<file path="config.mk">
export PLATFORM = sky130hd
export DESIGN_NAME = local_interrupt_controller_timer
export DESIGN_NICKNAME = d
export VERILOG_FILES = /design/src/hw/rtl/lict_pkg.sv /design/src/hw/rtl/lict_core.sv /design/src/hw/rtl/local_interrupt_controller_timer.sv
export SDC_FILE = /design/constraint.sdc
export NUM_CORES = 1
export LEC_CHECK = 0
export BUFFER_PORTS_ARGS = -buffer_cell sky130_fd_sc_hd__buf_2
export CAP_MARGIN = 20
export CORE_MARGIN = 3
export CORE_UTILIZATION = 40
export DETAILED_ROUTE_END_ITERATION = 8
export GPL_TIMING_DRIVEN = 0
export SYNTH_ARGS = -nofsm -noshare
export SYNTH_HDL_FRONTEND = slang
export SYNTH_HIERARCHICAL = 1
export SYNTH_SLANG_ARGS = --single-unit
</file>
<file path="constraint.sdc">
create_clock -name clk -period 9.2 [get_ports clk]
set_clock_uncertainty 0.1 [all_clocks]
set_input_delay 1.38 -clock clk [delete_from_list [all_inputs] [get_ports clk]]
set_output_delay 1.38 -clock clk [all_outputs]
set_load 0.01 [all_outputs]
</file>
<file path="src/hw/rtl/lict_pkg.sv">
// Package for the local interrupt controller timer.
// Holds register offsets, command codes, field masks and the result word type.
// Used by lict_core and local_interrupt_controller_timer.
package lict_pkg;

	// command codes
	localparam logic [1:0] CMD_READ  = 2'd0;
	localparam logic [1:0] CMD_WRITE = 2'd1;
	localparam logic [1:0] CMD_TICK  = 2'd2;

	// register byte offsets
	localparam logic [11:0] OFF_ID    = 12'h020;
	localparam logic [11:0] OFF_EOI   = 12'h0B0;
	localparam logic [11:0] OFF_SVR   = 12'h0F0;
	localparam logic [11:0] OFF_ICRLO = 12'h300;
	localparam logic [11:0] OFF_ICRHI = 12'h310;
	localparam logic [11:0] OFF_LVT   = 12'h320;
	localparam logic [11:0] OFF_INIT  = 12'h380;
	localparam logic [11:0] OFF_CUR   = 12'h390;
	localparam logic [11:0] OFF_DIV   = 12'h3E0;

	// command-low storage: kept bits and delivery pending
	localparam logic [19:0] ICR_KEEP = 20'hCCFFF;
	localparam logic [19:0] ICR_PEND = 20'h01000;

	// reset value of the spurious-vector register (vector 0xFF, disabled)
	localparam logic [8:0] SVR_RESET = 9'h0FF;

	// default width of the timer counters
	localparam int COUNT_BITS_DEF = 32;

	// one result word
	typedef struct packed {
		logic [31:0] read_data;
		logic        timer_fire;
		logic [7:0]  fire_vector;
		logic        ipi_send;
		logic [7:0]  ipi_dest;
		logic [2:0]  ipi_mode;
		logic [7:0]  ipi_vector;
		logic        eoi_done;
	} result_t;

endpackage

</file>
<file path="src/hw/rtl/lict_core.sv">
// Register file and countdown timer of the local interrupt controller.
// Applies one bus read, write or tick per step and forms its result word.
// Depends on lict_pkg.
module lict_core #(
	parameter int COUNT_BITS = lict_pkg::COUNT_BITS_DEF
) (
	input  logic                 clk,
	input  logic                 arst_n,
	input  logic                 step,
	input  logic [1:0]           cmd,
	input  logic [11:0]          offset,
	input  logic [31:0]          wdata,
	input  logic [7:0]           own_id,
	output lict_pkg::result_t    res
);
	import lict_pkg::*;

	logic [8:0]            spurious_q;
	logic [7:0]            cmd_high_dest_q;
	logic [19:0]           cmd_low_q;
	logic [7:0]            lvt_vec_q;
	logic                  lvt_mask_q;
	logic                  lvt_per_q;
	logic [COUNT_BITS-1:0] initial_q;
	logic [COUNT_BITS-1:0] current_q;
	logic [3:0]            divide_q;
	logic [6:0]            prescale_q;

	logic                  sw_en;
	logic                  is_wr;
	logic                  is_tick;
	logic [2:0]            div_code;
	logic [7:0]            ratio;
	logic [7:0]            presc_sum;
	logic                  presc_hit;
	logic                  cur_nz;
	logic [COUNT_BITS-1:0] cur_dec;
	logic                  dec_zero;
	logic [31:0]           rd_mux;

	assign sw_en   = spurious_q[8];
	assign is_wr   = step && (cmd == CMD_WRITE);
	assign is_tick = step && (cmd == CMD_TICK);

	// divided clock: code 7 divides by one, else by 2^(code+1)
	assign div_code  = {divide_q[3], divide_q[1:0]};
	assign ratio     = (div_code == 3'd7) ? 8'd1 : (8'd1 << (div_code + 3'd1));
	assign presc_sum = {1'b0, prescale_q} + 8'd1;
	assign presc_hit = presc_sum >= ratio;
	assign cur_nz    = current_q != '0;
	assign cur_dec   = current_q - COUNT_BITS'(1);
	assign dec_zero  = cur_dec == '0;

	// register read mux
	always_comb begin
		case (offset)
			OFF_ID:    rd_mux = {own_id, 24'd0};
			OFF_SVR:   rd_mux = {23'd0, spurious_q};
			OFF_ICRLO: rd_mux = {12'd0, cmd_low_q};
			OFF_ICRHI: rd_mux = {cmd_high_dest_q, 24'd0};
			OFF_LVT:   rd_mux = {14'd0, lvt_per_q, lvt_mask_q, 8'd0, lvt_vec_q};
			OFF_INIT:  rd_mux = 32'(initial_q);
			OFF_CUR:   rd_mux = 32'(current_q);
			OFF_DIV:   rd_mux = {28'd0, divide_q};
			default:   rd_mux = 32'd0;
		endcase
	end

	// form the result word of this step
	always_comb begin
		res = '0;
		case (cmd)
			CMD_READ: begin
				res.read_data = rd_mux;
			end
			CMD_WRITE: begin
				if (offset == OFF_EOI) begin
					res.eoi_done = 1'b1;
				end
				if (offset == OFF_ICRLO) begin
					res.ipi_send   = 1'b1;
					res.ipi_dest   = cmd_high_dest_q;
					res.ipi_mode   = wdata[10:8];
					res.ipi_vector = wdata[7:0];
				end
			end
			CMD_TICK: begin
				if (cur_nz && presc_hit && dec_zero && !lvt_mask_q && sw_en) begin
					res.timer_fire  = 1'b1;
					res.fire_vector = lvt_vec_q;
				end
			end
			default: res = '0;
		endcase
	end

	// update register state
	always_ff @(posedge clk or negedge arst_n) begin
		if (!arst_n) begin
			spurious_q      <= SVR_RESET;
			cmd_high_dest_q <= '0;
			cmd_low_q       <= '0;
			lvt_vec_q       <= '0;
			lvt_mask_q      <= 1'b1;
			lvt_per_q       <= 1'b0;
			initial_q       <= '0;
			current_q       <= '0;
			divide_q        <= '0;
			prescale_q      <= '0;
		end else if (is_wr) begin
			case (offset)
				OFF_SVR: begin
					spurious_q <= wdata[8:0];
					if (!wdata[8]) begin
						lvt_mask_q <= 1'b1;
					end
				end
				OFF_ICRLO: cmd_low_q       <= (wdata[19:0] & ICR_KEEP) | ICR_PEND;
				OFF_ICRHI: cmd_high_dest_q <= wdata[31:24];
				OFF_LVT: begin
					lvt_vec_q  <= wdata[7:0];
					lvt_mask_q <= wdata[16] || !sw_en;
					lvt_per_q  <= wdata[17];
				end
				OFF_INIT: begin
					initial_q  <= wdata[COUNT_BITS-1:0];
					current_q  <= wdata[COUNT_BITS-1:0];
					prescale_q <= '0;
				end
				OFF_DIV:   divide_q <= {wdata[3], 1'b0, wdata[1:0]};
				default:   ;
			endcase
		end else if (is_tick) begin
			// drop delivery pending, advance the timer while it runs
			cmd_low_q <= cmd_low_q & ~ICR_PEND;
			if (cur_nz) begin
				if (presc_hit) begin
					prescale_q <= '0;
					if (dec_zero && lvt_per_q) begin
						current_q <= initial_q;
					end else begin
						current_q <= cur_dec;
					end
				end else begin
					prescale_q <= presc_sum[6:0];
				end
			end
		end
	end

endmodule

</file>
<file path="src/hw/rtl/local_interrupt_controller_timer.sv">
// Local interrupt controller timer: top level with input and result registers.
// Instantiates lict_core; depends on lict_pkg.
//
// Each input word is a bus read, a bus write or one bus-clock tick and yields
// exactly one result word. A word is latched into the input register, executed
// against the register file and timer once the result register can take it, and
// lands there; one word per cycle is sustained as long as results are taken. The
// result register frees the input side while a finished word waits. The own_id
// register is written through the cfg channel, which is always ready, and should
// only be written while no word is in flight.
module local_interrupt_controller_timer #(
	parameter int COUNT_BITS = lict_pkg::COUNT_BITS_DEF
) (
	input  logic        clk,
	input  logic        arst_n,
	// input words
	input  logic        in_valid,
	output logic        in_stall,
	input  logic [1:0]  command,
	input  logic [11:0] offset,
	input  logic [31:0] write_data,
	// result words
	output logic        out_valid,
	input  logic        out_stall,
	output logic [31:0] read_data,
	output logic        timer_fire,
	output logic [7:0]  fire_vector,
	output logic        ipi_send,
	output logic [7:0]  ipi_dest,
	output logic [2:0]  ipi_mode,
	output logic [7:0]  ipi_vector,
	output logic        eoi_done,
	// configuration
	input  logic        cfg_valid,
	output logic        cfg_ready,
	input  logic [7:0]  cfg_data
);
	import lict_pkg::*;

	logic        valid_s1;
	logic [1:0]  cmd_s1;
	logic [11:0] off_s1;
	logic [31:0] wd_s1;
	logic        out_valid_q;
	result_t     res_q;
	result_t     res_d;
	logic [7:0]  own_id_q;
	logic        adv;
	logic        in_acc;

	assign cfg_ready = 1'b1;
	assign adv       = valid_s1 && (!out_valid_q || !out_stall);
	assign in_stall  = valid_s1 && !adv;
	assign in_acc    = in_valid && !in_stall;

	// hold own_id
	always_ff @(posedge clk or negedge arst_n) begin
		if (!arst_n) begin
			own_id_q <= '0;
		end else if (cfg_valid && cfg_ready) begin
			own_id_q <= cfg_data;
		end
	end

	// input register
	always_ff @(posedge clk or negedge arst_n) begin
		if (!arst_n) begin
			valid_s1 <= 1'b0;
		end else if (in_acc) begin
			valid_s1 <= 1'b1;
		end else if (adv) begin
			valid_s1 <= 1'b0;
		end
	end

	always_ff @(posedge clk) begin
		if (in_acc) begin
			cmd_s1 <= command;
			off_s1 <= offset;
			wd_s1  <= write_data;
		end
	end

	lict_core #(
		.COUNT_BITS(COUNT_BITS)
	) u_core (
		.clk    (clk),
		.arst_n (arst_n),
		.step   (adv),
		.cmd    (cmd_s1),
		.offset (off_s1),
		.wdata  (wd_s1),
		.own_id (own_id_q),
		.res    (res_d)
	);

	// result register
	always_ff @(posedge clk or negedge arst_n) begin
		if (!arst_n) begin
			out_valid_q <= 1'b0;
		end else if (adv) begin
			out_valid_q <= 1'b1;
		end else if (!out_stall) begin
			out_valid_q <= 1'b0;
		end
	end

	always_ff @(posedge clk) begin
		if (adv) begin
			res_q <= res_d;
		end
	end

	assign out_valid   = out_valid_q;
	assign read_data   = res_q.read_data;
	assign timer_fire  = res_q.timer_fire;
	assign fire_vector = res_q.fire_vector;
	assign ipi_send    = res_q.ipi_send;
	assign ipi_dest    = res_q.ipi_dest;
	assign ipi_mode    = res_q.ipi_mode;
	assign ipi_vector  = res_q.ipi_vector;
	assign eoi_done    = res_q.eoi_done;

endmodule
</file>
* Yosys cells after proc, flatten, opt, wreduce, memory -nomap -nowiden
Cells that the tools add are included.
** Word-level totals
- Bits of input ports :: 59
- Register bits after elaboration :: 239
- Output and inout port bits :: 65
- Logic and storage cells :: 109
** Cells by class
- Equal/unequal tests :: 16
- Magnitude comparators :: 1
- Muxes and demuxes :: 25
- Shifts and indexed selects :: 1
- Add/sub/neg operators :: 3
- Reduce and logical (&&, ||, !) cells :: 38
** Operators with widths (number)
- 32-bit one-hot mux with 8 select lines :: 1
- 32-bit two-way mux :: 6
- 12-bit by 10-bit == test with 1-bit output, second input constant :: 6
- 20-bit two-way mux :: 3
- 7-bit two-way mux :: 5
- 32-bit logical NOT :: 1
- 32-bit nonzero test :: 1
- 32-bit by 1-bit subtractor with 32-bit output, second input constant :: 1
- 12-bit by 8-bit == test with 1-bit output, second input constant :: 2
- 2-bit AND reduction :: 9
- 13-bit two-way mux :: 1
- 12-bit by 6-bit == test with 1-bit output, second input constant :: 1
- 1-bit logical AND :: 10
- 2-bit nonzero test :: 5
- 9-bit two-way mux :: 1
- 7-bit by 1-bit adder with 8-bit output, second input constant :: 1
- 8-bit greater-or-equal comparator :: 1
- 8-bit two-way mux :: 1
- 1-bit by 3-bit left shift with 8-bit output, first input constant :: 1
- 1-bit logical NOT :: 6
- 1-bit two-way mux :: 6
- 2-bit != test, second input constant :: 3
- 3-bit AND reduction :: 2
- 4-bit AND reduction :: 1
- other kinds (8) :: 9

* Depth between registers and ports, before layout
- Depth after elaboration :: 9
- Gate-level depth with buffers :: 15
- Gate-level depth less buffers :: 13

* By module
Netlist, hierarchy kept.
** By module, submodules not included
- lict_core :: cells an instance 851, sequential area each 2964.1 sq um, area an instance 7273.2 sq um, times used 1
- local_interrupt_controller_timer :: cells an instance 135, sequential area each 3493.4 sq um, area an instance 3672.3 sq um, times used 1

* Worst setup path after synthesis
OpenSTA, ideal clock, no wires.
- Path kind :: input-to-reg
- Start :: input out_stall
- End :: register u_core.current_q[9]
- Required time :: 8976 ps
- Path slack :: 619 ps
- Stages :: 5
- Library setup time :: 124 ps
- Data arrival time :: 8357 ps
- Path buffers :: 0
- Path through :: a21boi_0 o21ai_0 or2_2 a22o_1 a211o_1
** On the way
- Longest elaborated chain between the ends :: 6
- Elaborated cells on any way between the ends :: 11
- Those cells by class :: eq/ne: 1; mux: 1; reduce/logical: 9
** Ends and longest elaborated chain
- from (decl) :: line local_interrupt_controller_timer.sv:24 : input logic out_stall,
- 1-bit logical NOT (*)
- 1-bit logical OR (*) :: line local_interrupt_controller_timer.sv:52 : assign adv = valid_s1 && (!out_valid_q || !out_stall);
- 1-bit logical AND (*) :: line local_interrupt_controller_timer.sv:52
- 1-bit logical AND (on tied branches) :: line lict_core.sv:42, lict_core.sv:43
- 2-bit != test (no source line) or 2-bit nonzero test (tied branches)
- 4-bit AND reduction (no source line)
- to (signal assigned) :: line lict_core.sv:127 : current_q <= wdata[COUNT_BITS-1:0];
- to (signal assigned) :: line lict_core.sv:140 : current_q <= initial_q;
- to (signal assigned) :: line lict_core.sv:142 : current_q <= cur_dec;
- to (decl) :: line lict_core.sv:25 : logic [COUNT_BITS-1:0] current_q;
Every way passes the cells marked *; elsewhere a longest branch is shown, timed or not.
A chain may end at the register's enable or synchronous reset.

* Worst setup path after layout
- Start :: input out_stall
- End :: register u_core.initial_q[12]
** On the way
- Longest elaborated chain between the ends :: 5
** Ends and longest elaborated chain
- 1-bit logical NOT
- 1-bit logical OR :: line local_interrupt_controller_timer.sv:52
- 1-bit logical AND :: line local_interrupt_controller_timer.sv:52
- via adv :: line local_interrupt_controller_timer.sv:48 : logic adv;
- 1-bit logical AND :: line lict_core.sv:42 : assign is_wr = step && (cmd == CMD_WRITE);
- 2-bit AND reduction (no source line)
- to (signal assigned) :: line lict_core.sv:126 : initial_q <= wdata[COUNT_BITS-1:0];
- to (decl) :: line lict_core.sv:24 : logic [COUNT_BITS-1:0] initial_q;
The timed path passes the listed nets, and every way through them passes these cells.

==> flow_summary.yaml <==
synthesis:
  synth_edf_count: 108
  synth_area_mm2: 0.0109
  synthFlopType: "dfrtp_1"
  async_flop_share: 0.542
  synthMostInstantiatedCell: "nand2_1"
  yosysUniqueCellTypes: 66
  synthTopCellsByArea: "edfxtp_1 30%, dfrtp_1 27%, nand2_1 5.9%, mux2_2 3.0%, nor3_1 2.5%"
  seq_area_frac_synth: 0.590
  synth_common_cells: "172 x nand2_1, 119 x dfrtp_1, 108 x edfxtp_1, 69 x nor2_1, 54 x nor3_1"
  avgSynthCellArea_um2: 11.1
  netlist.area_leader.share: 0.296
  synth_top_cell_by_area: "edfxtp_1"
  synth_fp_nets: 1057
  yosys_warnings: 6
  synth_seq_cells: 236
  synthCells: 986
cells_and_area:
  area.growth.synth_to_final_pct: 19.4
  instances_no_fill: 1497
  drive_gt1_frac: 0.208
  final_cell_area_mm2: 0.0131
  antenna_cells: 0
  finalNetCount: 1213
outcome:
  status: "completed"
power:
  comb_power_share: 0.203
  switchingPower_uw: 935
  p_seq_frac: 0.431
  static-leakage-power_uw: 0.00547
  p_per_area_mw_per_mm2: 237
  vdd_ir_drop_max_v: 0.000170
  internal_power_uw: 2160
  clockPowerShare: 0.366
  switching_share: 0.302
floorplanning:
  die_height_um: 171
  die_x_um: 171
  start_util: 0.413
  rows: 59
  dieArea_mm2: 0.0294
  io-pin-count: 124
  core_mm2: 0.0265
route:
  drt-wirelength-per-cell_um: 21.6
  vias_per_cell: 5.65
  vias: 8463
  drtAntennaViolNets: 0
  drc: 0
  routed_wl_um: 32400
  drt_first_pass_iters: 5
  drt-initial-drc-count: 853
sta:
  timing.final.crit_share: 0.532
  slew_viol_final: 0
  final.setup.worst_slack_ns: 4.31
  timing.fmax_mhz: 204
  rsz0062_at_grt: "false"
  setup_viol: 0
  worst_pin_slew_ns: 1.08
  timing_hold_violations_final: 0
  period_needed_ns: 4.89
  slew_headroom: 0.279
hold_path:
  hp-class: "reg2reg"
  hold_path.startpoint: "u_core/cmd_low_q[2]"
  min_path_cells: 2
  hold_end: "u_core/cmd_low_q[2]"
setup_path:
  r2r-end: "u_core/current_q[26]"
  timing.critical_path.slowest_stage_cell: "a21boi_4"
  crit_fanout: 23
  path_class: "in2reg"
  crit_path_cell_trace: "buf_2, a21boi_4, buf_12, inv_1, nor3_1, buf_2, and2_0, clkbuf_1, buf_1, nand2_1, nand2_1"
  critPathLaunchType: "input pin"
  cp-startpoint: "out_stall"
  required_ns: 9.57
  cp_top_family: "buffers and inverters"
  end_kind: "register"
  crit_buf_inv: 6
  max_stage_delay_ns: 0.68
  reg2reg_from: "u_core/current_q[0]"
  cp.arrival_ns: 5.26
  rr_worst_depth: 12
  ff2ff_setup_slack_ns: 4.42
cts:
  cts_resized: 0
  clk_pin_slew_worst_paths_ns: 0.06
  worstSkewPairLatency_ns: 0.53
  postCtsHoldBufs: 0
  cts_setup_buffers: 0
  ctsRootBufferMaster: "clkbuf_16"
  cts_tree: "yes"
  ctsLongestPathBuffers: 3
  cts_sinks: 236
  cts_made_buffers: 26
  cts-htree-levels: 1
grt:
  grt_overflow: 0
  grt_pass1_wl_um: 49700
  track_usage: 0.222
  grt_max_degree: 68
  antenna_found_initial: 0
  first_global_vias: 8299
placement:
  dpl.cell_count: 1449
  dp_hpwl_um: 23100
  pre_cts_ws_ns: 3.87
  placed_area_mm2: 0.0121
  place_congestion: 0.967
  portBuffers: 121
job:
  drv_cap: 0
[state kept, by name, indices dropped and copies added (netlist names), 9 cells and up]
name,count
u_core/cmd_low_q,17
read_data,32
wd_s1,32
off_s1,12
u_core/current_q,32
u_core/initial_q,32
u_core/spurious_q,9
[cells by family after synthesis]
| logic type | synth area share |
|---|---|
| buf+inv | 0.0254 |
| flops | 0.590 |
| mux | 0.0509 |
| simple gates | 0.186 |
| xor+xnor | 0.0200 |
| fa+ha+maj | 0.0137 |
| compound gates | 0.114 |
| other cells | 0.000343 |
[cell usage in the layout (no fill, tap or decap), types with 19 or more instances in the layout]
cell type and instances:
a211oi_1 19, a21oi_1 33, a22oi_1 33, and2_1 31, buf_2 124, clkbuf_1 55
clkbuf_16 27, dfrtp_1 119, edfxtp_1 108, mux2_2 29, nand2_1 172, nor2_1 69
nor3_1 51
[per-layer routing]
metal,wire [µm],up-vias,global-route usage,share of wire
met5,0,-,0,0
met4,946,0,0.0710,0.029
met3,2460,60,0.0377,0.076
met2,14200,329,0.334,0.44
met1,14800,4160,0.329,0.46
li1,-,3914,-,-
[power groups by stage]
stage          clock, µW  combinational, µW  sequential (µW)
6_report            1130                628             1340
5_1_grt             1200                687             1350
4_1_cts             1160                622             1330
3_5_place_dp           0                616             1350
3_3_place_gp           0                604             1360
2_1_floorplan          0                407             1330
[how the worst max path moves through the flow]
stage	to	slack, ns	depth (start not counted)
6_report	u_core/initial_q[12]	4.31	11
5_1_grt	u_core/initial_q[5]	4.07	11
3_5_place_dp	u_core/initial_q[12]	3.87	11
2_1_floorplan	u_core/current_q[9]	0.62	5
4_1_cts	u_core/initial_q[12]	4.31	11
3_3_place_gp	u_core/current_q[30]	-4.00	10
[final cells by class]
cell class	count	area (µm²)
fill	2424	13400
timing repair buffer	128	723
sequential	236	6460
tap	335	419
inverter	12	45.0
clock inverter	9	174
multi-input combinational	682	4240
buffer	56	233
clock buffer	39	771
[per-stage QoR]
step / utilization / setup TNS [ns] / total power (µW) / hold WS, ns
floorplan: - / 0 / 1730 / 0.328
global placement: 0.452 / -474.86 / 1960 / 0.348
detailed placement: 0.457 / 0 / 1970 / 0.363
CTS: 0.493 / 0 / 3110 / 0.378
global route: 0.493 / 0 / 3240 / 0.396
finish: 0.493 / 0 / 3100 / 0.379
[tightest hold or removal path, cell delays in order, from the launching register on]
cell	delay, ns
dfrtp_1	0.34
nand2_1	0.05
nand2_1	0.06
No activity file was read; power rests on OpenSTA's default activity.
